--- src/rtl/gdate_pkg.sv ---
// constants and helpers for the gregorian date plus day offset pipeline
package gdate_pkg;

    // stream widths
    localparam int IN_TDATA_W  = 56;
    localparam int OUT_TDATA_W = 32;

    // field widths
    localparam int OFFSET_W    = 28;
    localparam int DAY_W       = 5;
    localparam int MONTH_W     = 4;
    localparam int YEAR_IN_W   = 14;
    localparam int YEAR_OUT_W  = 20;

    // input field positions in tdata
    localparam int OFFSET_LSB  = 0;
    localparam int DAY_LSB     = OFFSET_LSB + OFFSET_W;
    localparam int MONTH_LSB   = DAY_LSB + DAY_W;
    localparam int YEAR_LSB    = MONTH_LSB + MONTH_W;
    localparam int IN_USED_W   = YEAR_LSB + YEAR_IN_W;

    // output field positions in tdata
    localparam int ODAY_LSB    = 0;
    localparam int OMONTH_LSB  = ODAY_LSB + DAY_W;
    localparam int OYEAR_LSB   = OMONTH_LSB + MONTH_W;
    localparam int OUT_USED_W  = OYEAR_LSB + YEAR_OUT_W;

    // calendar constants
    localparam int DAYS_PER_YEAR  = 365;
    localparam int YEARS_PER_CYC  = 400;
    localparam int DAYS_PER_CYC   = 146097;

    // year estimate (10000*g + 14780) / 3652425, all three scaled down by five
    localparam int EST_MUL   = 2000;
    localparam int EST_BIAS  = 2956;
    localparam int EST_DEN   = 730485;

    // month index estimate (100*doy + 52) / 3060
    localparam int MI_MUL    = 100;
    localparam int MI_BIAS   = 52;
    localparam int MI_DEN    = 3060;

    // reciprocal shifts, each checked against the largest numerator in its path
    localparam int Y100_SHIFT = 21;
    localparam int CYC_SHIFT  = 47;
    localparam int EST_SHIFT  = 49;
    localparam int MI_SHIFT   = 28;

    localparam logic [14:0] RECIP_Y100 =
        15'(((64'd1 << Y100_SHIFT) + 64'd99) / 64'd100);
    localparam logic [29:0] RECIP_CYC =
        30'(((64'd1 << CYC_SHIFT) + 64'(DAYS_PER_CYC) - 64'd1) / 64'(DAYS_PER_CYC));
    localparam logic [29:0] RECIP_EST =
        30'(((64'd1 << EST_SHIFT) + 64'(EST_DEN) - 64'd1) / 64'(EST_DEN));
    localparam logic [16:0] RECIP_MI =
        17'(((64'd1 << MI_SHIFT) + 64'(MI_DEN) - 64'd1) / 64'(MI_DEN));

    // first day of each march-based month, (m*306 + 5) / 10
    function automatic logic [8:0] month_start(input logic [3:0] m);
        logic [8:0] r;
        case (m)
            4'd0:    r = 9'd0;
            4'd1:    r = 9'd31;
            4'd2:    r = 9'd61;
            4'd3:    r = 9'd92;
            4'd4:    r = 9'd122;
            4'd5:    r = 9'd153;
            4'd6:    r = 9'd184;
            4'd7:    r = 9'd214;
            4'd8:    r = 9'd245;
            4'd9:    r = 9'd275;
            4'd10:   r = 9'd306;
            4'd11:   r = 9'd337;
            default: r = 9'd0;
        endcase
        return r;
    endfunction

endpackage

--- src/rtl/gregorian_date_add_days.sv ---
// gregorian date plus day offset, ten stage pipeline
//
// usage:
//   s_axis carries one request per beat: a start date (day, month, year) and
//   a day offset. m_axis returns the resulting date, one result per request,
//   in request order. no configuration, no state kept between requests.
//   the pipeline has ten register stages.
//   throughput: one request per cycle, sustained while m_axis_tready is high.
//   the stages are: month fold and year/100 reciprocal, day number sum,
//   400-year cycle reciprocal, cycle start, cycle remainder scaling, year
//   estimate reciprocal, day-of-year, year correction, month reciprocal,
//   output formatting.
//   reset clears every stage valid bit; payload registers are not reset.
//   when m_axis_tready is low the output holds; the stages behind it keep
//   advancing until they fill, so s_axis_tready stays high while any stage
//   holds a bubble and drops only when all ten stages are full.
//   dates are not checked; bad days and months run through the same math.
//   a result year before zero comes out as 20-bit two's complement.
module gregorian_date_add_days
(
    input  logic                                clk,
    input  logic                                rst_n,
    input  logic                                s_axis_tvalid,
    output logic                                s_axis_tready,
    // day_offset[27:0], in_day[32:28], in_month[36:33], in_year[50:37], zero[55:51]
    input  logic [gdate_pkg::IN_TDATA_W-1:0]    s_axis_tdata,
    output logic                                m_axis_tvalid,
    input  logic                                m_axis_tready,
    // out_day[4:0], out_month[8:5], out_year[28:9], zero[31:29]
    output logic [gdate_pkg::OUT_TDATA_W-1:0]   m_axis_tdata
);
    import gdate_pkg::*;

    localparam int NSTAGE = 10;

    // stage valid bits and per-stage advance
    logic [NSTAGE-1:0] valid_reg;
    logic [NSTAGE-1:0] adv;

    // stage 0: shifted year, year/100 product, month start + day - 1, offset
    logic [YEAR_IN_W-1:0]    y0_reg;
    logic                    yneg0_reg;
    logic [28:0]             prod0_reg;
    logic signed [9:0]       msd0_reg;
    logic [OFFSET_W-1:0]     ofs0_reg;

    // stage 1: day number
    logic signed [29:0]      g1_reg;

    // stage 2: 400-year cycle reciprocal product
    logic signed [29:0]      g2_reg;
    logic [57:0]             prod2_reg;

    // stage 3: cycle count and cycle start day
    logic signed [29:0]      g3_reg;
    logic [10:0]             q43_reg;
    logic [28:0]             p3_reg;

    // stage 4: remainder in cycle and scaled estimate numerator
    logic signed [18:0]      r4s4_reg;
    logic [28:0]             n4_reg;
    logic [10:0]             q44_reg;

    // stage 5: year-in-cycle reciprocal product
    logic signed [18:0]      r4s5_reg;
    logic [10:0]             q45_reg;
    logic [57:0]             prod5_reg;

    // stage 6: raw day of year
    logic signed [18:0]      doya6_reg;
    logic [8:0]              k6_reg;
    logic [10:0]             q46_reg;

    // stage 7: corrected day of year and year
    logic [8:0]              doy7_reg;
    logic [YEAR_OUT_W-1:0]   yr7_reg;

    // stage 8: month index reciprocal product
    logic [31:0]             prod8_reg;
    logic [8:0]              doy8_reg;
    logic [YEAR_OUT_W-1:0]   yr8_reg;

    // stage 9: output
    logic [DAY_W-1:0]        day9_reg;
    logic [MONTH_W-1:0]      month9_reg;
    logic [YEAR_OUT_W-1:0]   year9_reg;

    // next values
    logic [4:0]              msum;
    logic [3:0]              mm_next;
    logic                    ydec;
    logic [YEAR_IN_W-1:0]    y0_next;
    logic                    yneg0_next;
    logic [28:0]             prod0_next;
    logic signed [9:0]       msd0_next;

    logic [7:0]              q100;
    logic [22:0]             dby_u;
    logic signed [29:0]      dby_s;
    logic signed [29:0]      g1_next;

    logic [28:0]             gpos;
    logic [57:0]             prod2_next;

    logic [10:0]             q43_next;
    logic [28:0]             p3_next;

    logic signed [29:0]      r4_full;
    logic signed [18:0]      r4s4_next;
    logic [17:0]             r4pos;
    logic [28:0]             n4_next;

    logic [57:0]             prod5_next;

    logic [8:0]              kk;
    logic [2:0]              c100;
    logic [17:0]             dbyk;
    logic signed [18:0]      doya6_next;

    logic                    back;
    logic                    leap;
    logic [8:0]              ylen;
    logic signed [18:0]      doy_sum;
    logic [8:0]              doy7_next;
    logic [YEAR_OUT_W-1:0]   yr7_next;

    logic [15:0]             n2;
    logic [31:0]             prod8_next;

    logic [3:0]              mi;
    logic                    wrap;
    logic [8:0]              dfull;
    logic [MONTH_W-1:0]      month9_next;
    logic [YEAR_OUT_W-1:0]   year9_next;

    // a stage moves when it is empty or the one after it moves
    always_comb
    begin
        adv[NSTAGE-1] = !valid_reg[NSTAGE-1] || m_axis_tready;
        for (int i = NSTAGE - 2; i >= 0; i--)
        begin
            adv[i] = !valid_reg[i] || adv[i+1];
        end
    end

    assign s_axis_tready = adv[0];
    assign m_axis_tvalid = valid_reg[NSTAGE-1];
    assign m_axis_tdata  = {{(OUT_TDATA_W - OUT_USED_W){1'b0}},
                            year9_reg, month9_reg, day9_reg};

    // stage 0: fold month to march base, year/100 by reciprocal
    always_comb
    begin
        msum = 5'(s_axis_tdata[MONTH_LSB +: MONTH_W]) + 5'd9;
        if (msum >= 5'd24)
        begin
            mm_next = 4'(msum - 5'd24);
        end
        else if (msum >= 5'd12)
        begin
            mm_next = 4'(msum - 5'd12);
        end
        else
        begin
            mm_next = msum[3:0];
        end
        // january and february belong to the previous march-based year
        ydec       = (mm_next >= 4'd10);
        y0_next    = s_axis_tdata[YEAR_LSB +: YEAR_IN_W] - YEAR_IN_W'(ydec);
        yneg0_next = ydec && (s_axis_tdata[YEAR_LSB +: YEAR_IN_W] == '0);
        prod0_next = 29'(y0_next) * 29'(RECIP_Y100);
        msd0_next  = $signed({1'b0, month_start(mm_next)})
                   + $signed(10'(s_axis_tdata[DAY_LSB +: DAY_W])) - 10'sd1;
    end

    // stage 1: day number from the march-based epoch plus offset
    always_comb
    begin
        q100  = prod0_reg[28:21];
        dby_u = 23'(y0_reg) * 23'(DAYS_PER_YEAR) + 23'(y0_reg[13:2])
              - 23'(q100) + 23'(q100[7:2]);
        // year -1 truncates every quotient to zero
        dby_s = yneg0_reg ? -30'sd365 : $signed({7'd0, dby_u});
        g1_next = dby_s + {{20{msd0_reg[9]}}, msd0_reg}
                + $signed({2'b00, ofs0_reg});
    end

    // stage 2: cycle reciprocal; a negative day number estimates year zero
    always_comb
    begin
        gpos       = g1_reg[29] ? 29'd0 : g1_reg[28:0];
        prod2_next = 58'(gpos) * 58'(RECIP_CYC);
    end

    // stage 3: cycle count and first day of that cycle
    always_comb
    begin
        q43_next = prod2_reg[57:47];
        p3_next  = 29'(q43_next) * 29'(DAYS_PER_CYC);
    end

    // stage 4: day within the cycle and year estimate numerator
    always_comb
    begin
        r4_full   = g3_reg - $signed({1'b0, p3_reg});
        r4s4_next = r4_full[18:0];
        r4pos     = r4s4_next[18] ? 18'd0 : r4s4_next[17:0];
        n4_next   = 29'(r4pos) * 29'(EST_MUL) + 29'(EST_BIAS);
    end

    // stage 5: year within the cycle by reciprocal
    assign prod5_next = 58'(n4_reg) * 58'(RECIP_EST);

    // stage 6: days before the estimated year inside the cycle
    always_comb
    begin
        kk   = prod5_reg[57:49];
        c100 = 3'(kk >= 9'd100) + 3'(kk >= 9'd200) + 3'(kk >= 9'd300)
             + 3'(kk >= 9'd400);
        dbyk = 18'(kk) * 18'(DAYS_PER_YEAR) + 18'(kk[8:2]) - 18'(c100)
             + 18'(kk >= 9'(YEARS_PER_CYC));
        doya6_next = r4s5_reg - $signed({1'b0, dbyk});
    end

    // stage 7: step the year back once when the day of year went negative
    always_comb
    begin
        back = doya6_reg[18];
        leap = (k6_reg[1:0] == 2'b00)
            && !((k6_reg == 9'd100) || (k6_reg == 9'd200) || (k6_reg == 9'd300));
        // year 0 minus one truncates to a plain 365-day year
        if ((q46_reg == '0) && (k6_reg == '0))
        begin
            ylen = 9'(DAYS_PER_YEAR);
        end
        else
        begin
            ylen = 9'(DAYS_PER_YEAR) + 9'(leap);
        end
        doy_sum   = doya6_reg + $signed({10'd0, ylen});
        doy7_next = back ? doy_sum[8:0] : doya6_reg[8:0];
        yr7_next  = 20'(q46_reg) * 20'(YEARS_PER_CYC) + 20'(k6_reg) - 20'(back);
    end

    // stage 8: month index by reciprocal
    always_comb
    begin
        n2         = 16'(doy7_reg) * 16'(MI_MUL) + 16'(MI_BIAS);
        prod8_next = 32'(n2) * 32'(RECIP_MI);
    end

    // stage 9: back to january-based month, carry into the year
    always_comb
    begin
        mi          = prod8_reg[31:28];
        wrap        = (mi >= 4'd10);
        month9_next = wrap ? 4'(mi - 4'd9) : 4'(mi + 4'd3);
        year9_next  = yr8_reg + 20'(wrap);
        dfull       = doy8_reg - month_start(mi) + 9'd1;
    end

    // valid bits
    always_ff @(posedge clk or negedge rst_n)
    begin
        if (!rst_n)
        begin
            valid_reg <= '0;
        end
        else
        begin
            if (adv[0])
            begin
                valid_reg[0] <= s_axis_tvalid;
            end
            for (int i = 1; i < NSTAGE; i++)
            begin
                if (adv[i])
                begin
                    valid_reg[i] <= valid_reg[i-1];
                end
            end
        end
    end

    // payload
    always_ff @(posedge clk)
    begin
        if (adv[0])
        begin
            y0_reg    <= y0_next;
            yneg0_reg <= yneg0_next;
            prod0_reg <= prod0_next;
            msd0_reg  <= msd0_next;
            ofs0_reg  <= s_axis_tdata[OFFSET_LSB +: OFFSET_W];
        end
        if (adv[1])
        begin
            g1_reg <= g1_next;
        end
        if (adv[2])
        begin
            g2_reg    <= g1_reg;
            prod2_reg <= prod2_next;
        end
        if (adv[3])
        begin
            g3_reg  <= g2_reg;
            q43_reg <= q43_next;
            p3_reg  <= p3_next;
        end
        if (adv[4])
        begin
            r4s4_reg <= r4s4_next;
            n4_reg   <= n4_next;
            q44_reg  <= q43_reg;
        end
        if (adv[5])
        begin
            r4s5_reg  <= r4s4_reg;
            q45_reg   <= q44_reg;
            prod5_reg <= prod5_next;
        end
        if (adv[6])
        begin
            doya6_reg <= doya6_next;
            k6_reg    <= kk;
            q46_reg   <= q45_reg;
        end
        if (adv[7])
        begin
            doy7_reg <= doy7_next;
            yr7_reg  <= yr7_next;
        end
        if (adv[8])
        begin
            prod8_reg <= prod8_next;
            doy8_reg  <= doy7_reg;
            yr8_reg   <= yr7_reg;
        end
        if (adv[9])
        begin
            day9_reg   <= dfull[4:0];
            month9_reg <= month9_next;
            year9_reg  <= year9_next;
        end
    end

endmodule
--- config.mk ---
export PLATFORM = sky130hd
export DESIGN_NAME = gregorian_date_add_days
export DESIGN_NICKNAME = d
export VERILOG_FILES = /design/src/rtl/gdate_pkg.sv /design/src/rtl/gregorian_date_add_days.sv
export SDC_FILE = /design/constraint.sdc
export NUM_CORES = 2
export LEC_CHECK = 0
export ABC_AREA = 1
export BUFFER_PORTS_ARGS = -buffer_cell sky130_fd_sc_hd__buf_4
export CORE_ASPECT_RATIO = 0.6
export CORE_MARGIN = 5
export CORE_UTILIZATION = 45
export CTS_CLUSTER_SIZE = 8
export DETAILED_ROUTE_END_ITERATION = 7
export PLACE_DENSITY = 0.61
export SKIP_LAST_GASP = 1
export SYNTH_ARGS = -nofsm -noshare
export SYNTH_HDL_FRONTEND = slang
export SYNTH_SLANG_ARGS = --single-unit
--- constraint.sdc ---
create_clock -name clk -period 26.4 [get_ports clk]
set_input_delay 7.92 -clock clk [delete_from_list [all_inputs] [get_ports clk]]
set_output_delay 7.92 -clock clk [all_outputs]
set_load 0.02 [all_outputs]
======== After elaboration in Yosys (flattened, before gate mapping) ========
Memory sizes are Yosys's and may differ from the RTL's. A register that Yosys moved wholly into a read port is not among the register bits.
Cells that the tools add are included.
cells by class
  eq/ne operators ......................... 3
  multiply operators ...................... 10
  reductions and logical operators ........ 30
  add/subtract/negate cells ............... 30
  magnitude comparators ................... 8
  multiplexer cells ....................... 9
operators by type and width
  cell                    count
  $mul 29x30->58 const B  1
  $mul 29x27->55 const B  1
  $sub 19x19->19          2
  $mul 16x17->32 const B  1
  $add 30x28->30          1
  $add 30x30->30          1
  $mux 30                 1
  $add 29x12->29 const B  1
  $mux 29                 1
  $mul 14x13->27 const B  1
  $mul 18x7->25 const B   1
  $add 23x12->23          1
  $add 23x6->23           1
  $mul 14x9->23 const B   1
  $sub 23x8->23           1
  $add 20x1->20           1
  $add 20x9->20           1
  $sub 20x1->20           1
  $mul 11x18->19 const B  1
  $add 18x1->18           1
  $add 18x7->18           1
  $ge 9x9->1 const B      2
  $mul 9x9->18 const B    1
  $mux 18                 1
  other kinds (34)        64
storage, ports and cells
  memories ................................ 2
  input port bits ......................... 60
  output and inout port bits .............. 34
  ROM bits ................................ 288
  logic and storage cells ................. 130
  register bits after elaboration ......... 544
memories
  name              words  bits a word  read ports  clocked after Yosys merged registers in  write ports  RTL line         RTL
  (name not given)  16     9            1           0                                        0            gdate_pkg.sv:61  case (m)
  (name not given)  16     9            1           1                                        0            gdate_pkg.sv:61

======== Depth between registers and ports, before layout ========
  depth in word-level cells ............... 11
  gate-level depth with buffers ........... 46

======== Worst setup path after synthesis ========
No wires, ideal clock.
  kind .................................... input to output
  start ................................... input port m_axis_tready
  end ..................................... output port s_axis_tready
  cell stages on the path ................. 18
  data arrival time ....................... 15.752 ns
  setup slack ............................. 2.728 ns
  path through ............................ nor2_1 inv_2 nor2_4 inv_2 nor2_1 inv_1 nor2_1 inv_1 nor2_1 inv_1 nor2_1 inv_1 nor2_1 inv_1 nor2_1 inv_1 nor2_2 nand2_1
on the way
  longest elaborated chain between the ends .. 10
ends and longest elaborated chain
  element                         RTL line                        RTL
  start: declaration              gregorian_date_add_days.sv:28   input logic m_axis_tready,
  $logic_or 1x1->1                gregorian_date_add_days.sv:139  adv[NSTAGE-1] = !valid_reg[NSTAGE-1] || m_axis_tready;
  via adv[9]                      gregorian_date_add_days.sv:38   logic [NSTAGE-1:0] adv;
  $logic_or 1x1->1 (2 in series)  gregorian_date_add_days.sv:142  adv[i] = !valid_reg[i] || adv[i+1];
  via adv[7]                      gregorian_date_add_days.sv:38
  $logic_or 1x1->1                gregorian_date_add_days.sv:142
  via adv[6]                      gregorian_date_add_days.sv:38
  $logic_or 1x1->1                gregorian_date_add_days.sv:142
  via adv[5]                      gregorian_date_add_days.sv:38
  $logic_or 1x1->1                gregorian_date_add_days.sv:142
  via adv[4]                      gregorian_date_add_days.sv:38
  $logic_or 1x1->1                gregorian_date_add_days.sv:142
  via adv[3]                      gregorian_date_add_days.sv:38
  $logic_or 1x1->1                gregorian_date_add_days.sv:142
  via adv[2]                      gregorian_date_add_days.sv:38
  $logic_or 1x1->1 (2 in series)  gregorian_date_add_days.sv:142
  end: declaration                gregorian_date_add_days.sv:24   output logic s_axis_tready,
The timed path passes the listed nets, and every way through them passes these cells.

======== Worst setup path in the final report ========
Ends and elaborated chain as after synthesis.

==> impl_metrics.yaml <==
routing:
  vias_per_cell: 5.09
  drt_pre_antenna_iters: 6
  drtAntennaViolNets: 0
  wirelength_um: 181000
  drt_iter0_drc: 3578
  vias: 47900
  wl_per_cell_um: 19.2
  drc: 0
layout:
  layout-drive-gt1-share_pct: 3.02
  syn2layout_area_growth_pct: 7.04
  num-nets-final: 9783
  stdcell_count: 9413
  largest_reg_flops: 30
synth:
  synthCells: 7187
  synth_top_area_share_pct: 31.1
  synth_cell_type_count: 72
  synth_area_um2: 69700
  async_reset_ff_share_pct: 2.55
  synth_top_cell_by_area: "fa_1"
  synth_warnings: 0
  synth-edff-count: 377
  yosysMostFrequentCell: "inv_1"
  yosysSeqAreaShare_pct: 16.8
  syn_area_per_cell_um2: 9.69
  synth-seq-cells: 392
  synth_ff_type: "edfxtp_1"
  synthTopCellsByCount: "inv_1, ha_1, fa_1, nand2_1, edfxtp_1"
  synth_area_leaders: "fa_1, ha_1, edfxtp_1"
timing:
  slew-limit-headroom_pct: 16.1
  period_needed_ns: 20.48
  tns_ns: 0
  hold_violations: 0
  setup_viol: 0
  finalMaxSlewViolations: 0
  finalClockSkew_ns: 0.0357
  post-route-period-util_pct: 77.6
  max_slew.worst_pin.slew_ns: 1.25
  max_freq_ghz: 0.0488
  rsz0062_at_grt: "false"
worst_setup_path:
  required_ns: 18.48
  rrSetupSlack_ns: 17.18
  path_class: "in -> out"
  cp-start-kind: "primary input"
  critical_path.max_fanout: 57
  ff2ff_path_depth: 44
  critPathCaptureType: "output pin"
  arrival_ns: 12.56
  reg2reg_from: "doy7_reg[0]$_DFFE_PP_"
placement:
  place.gp.congestion: 1.00
  dp_hpwl_um: 161000
  portBuffers: 85
  placed_cells: 9316
cts:
  clk_pin_slew_ns: 0.05
  cts_root_buf: "clkbuf_16"
  clock-sinks: 392
  clk_latency_ns: 0.64
  cts_tree: "built"
  cts_buffers: 56
  postCtsSetupBuffers: 0
  clk_path_buf_depth: 3
  hold_buffers: 0
  htree_levels: 2
  post_cts_resized: 0
hold_path:
  hold_class: "reg -> reg"
  whs_endpoint: "g3_reg[0]$_DFFE_PP_"
  min_from: "g2_reg[0]$_DFFE_PP_"
  hold_depth: 0
die:
  die_area_um2: 163000
  die_w_um: 518
  initial_core_util_pct: 45.4
  fp.coreArea_um2: 153000
  rows: 111
  die_height_um: 315
  io_pins: 94
global_routing:
  antenna_found_initial: 2
  grt_overflow: 0
  gr-usage-all-layers_pct: 22.5
  grt_pass1_vias: 49400
  grt_pass1_wl_um: 286000
  grt_max_degree: 58
outcome:
  status: "complete, no violations"
job:
  max-cap-violations: 0
==> metrics by stage <==
stage	util [%]	setup slack [ns]	instance area (um2)	hold WS, ns
after floorplan	-	2.73	69700	0.400
after global placement	47.6	5.90	72900	0.404
after detailed placement	47.6	5.89	72900	0.405
after CTS	48.6	5.85	74600	0.419
after global routing	48.6	5.41	74600	0.424
final	48.6	5.92	74600	0.418
==> layout by cell type (no fill, tap or decap), types with 8 or more instances in the layout <==
cell type	Yosys	final
inv_1	2073	2071
ha_1	1300	1300
fa_1	1083	1083
nand2_1	701	700
edfxtp_1	377	377
a21oi_1	355	355
nor2_1	302	302
o21ai_0	184	184
xor2_1	177	177
nand3_1	146	146
buf_4	3	102
xnor2_1	80	80
clkbuf_16	0	56
nor3_1	53	53
nand4_1	49	49
clkbuf_1	5	35
a21o_1	33	33
nor4_1	28	28
a31oi_1	24	24
o21a_1	22	22
o21bai_1	19	19
o211ai_1	16	16
nand3b_1	10	10
o31ai_1	10	10
a211oi_1	10	10
or2_2	10	10
dfrtp_1	10	10
inv_2	7	9
nand3_2	8	8
a21boi_0	8	8
==> cells by family (layout without fill, tap and decap cells) <==
family          count (synthesis)  in the layout  share of synthesized area, %
compound gates                724            724                          5.95
xor+xnor                      262            262                          3.38
fa+ha+maj                    2383           2383                          54.5
buf+inv                      2090           2279                          11.3
flops                         392            392                          16.8
other cells                     1              4                       0.00538
simple gates                 1335           1335                          8.15
==> final cells by class <==
type / count / area, um2
Fill cell: 14400 / 78800
Multi-Input combinational cell: 4707 / 50100
Sequential cell: 392 / 11700
Inverter: 2081 / 7810
Tap cell: 2034 / 2540
Clock buffer: 91 / 1530
Timing Repair Buffer: 102 / 766
Clock inverter: 5 / 92.6
Antenna cell: 1 / 2.50
==> how the worst max path moves through the flow <==
stage	startpoint	endpoint	slack [ns]	cells after the start
after floorplan	m_axis_tready	s_axis_tready	2.73	18
after global placement	m_axis_tready	s_axis_tready	5.90	25
after detailed placement	m_axis_tready	s_axis_tready	5.89	25
after CTS	m_axis_tready	s_axis_tready	5.85	25
after global routing	m_axis_tready	s_axis_tready	5.41	25
final	m_axis_tready	s_axis_tready	5.92	25
==> worst max-delay path: stages <==
cell,delay (ns)
buf_4,0.08
nor2_1,0.04
inv_2,0.04
buf_4,0.36
nor2_4,0.10
inv_2,0.54
nor2_1,0.10
inv_1,0.10
buf_4,0.38
nor2_1,0.07
inv_1,0.07
buf_4,0.36
nor2_1,0.07
inv_1,0.08
nor2_1,0.05
inv_2,0.04
buf_4,0.58
nor2_1,0.11
inv_2,0.07
buf_4,0.49
nor2_1,0.11
inv_1,0.16
nor2_2,0.07
nand2_2,0.25
buf_4,0.21
==> metal layers <==
layer | up-vias | part of all wire, % | track usage [%]
li1 | 22800 | - | -
met1 | 23500 | 51 | 36.4
met2 | 1490 | 36 | 29.1
met3 | 113 | 11 | 7.96
met4 | 4 | 0.88 | 2.00
met5 | - | 0.013 | 0
Power is left out: the tool's default activity adds up to more than one toggle a clock period on the data nets, which glitch-free logic cannot reach.
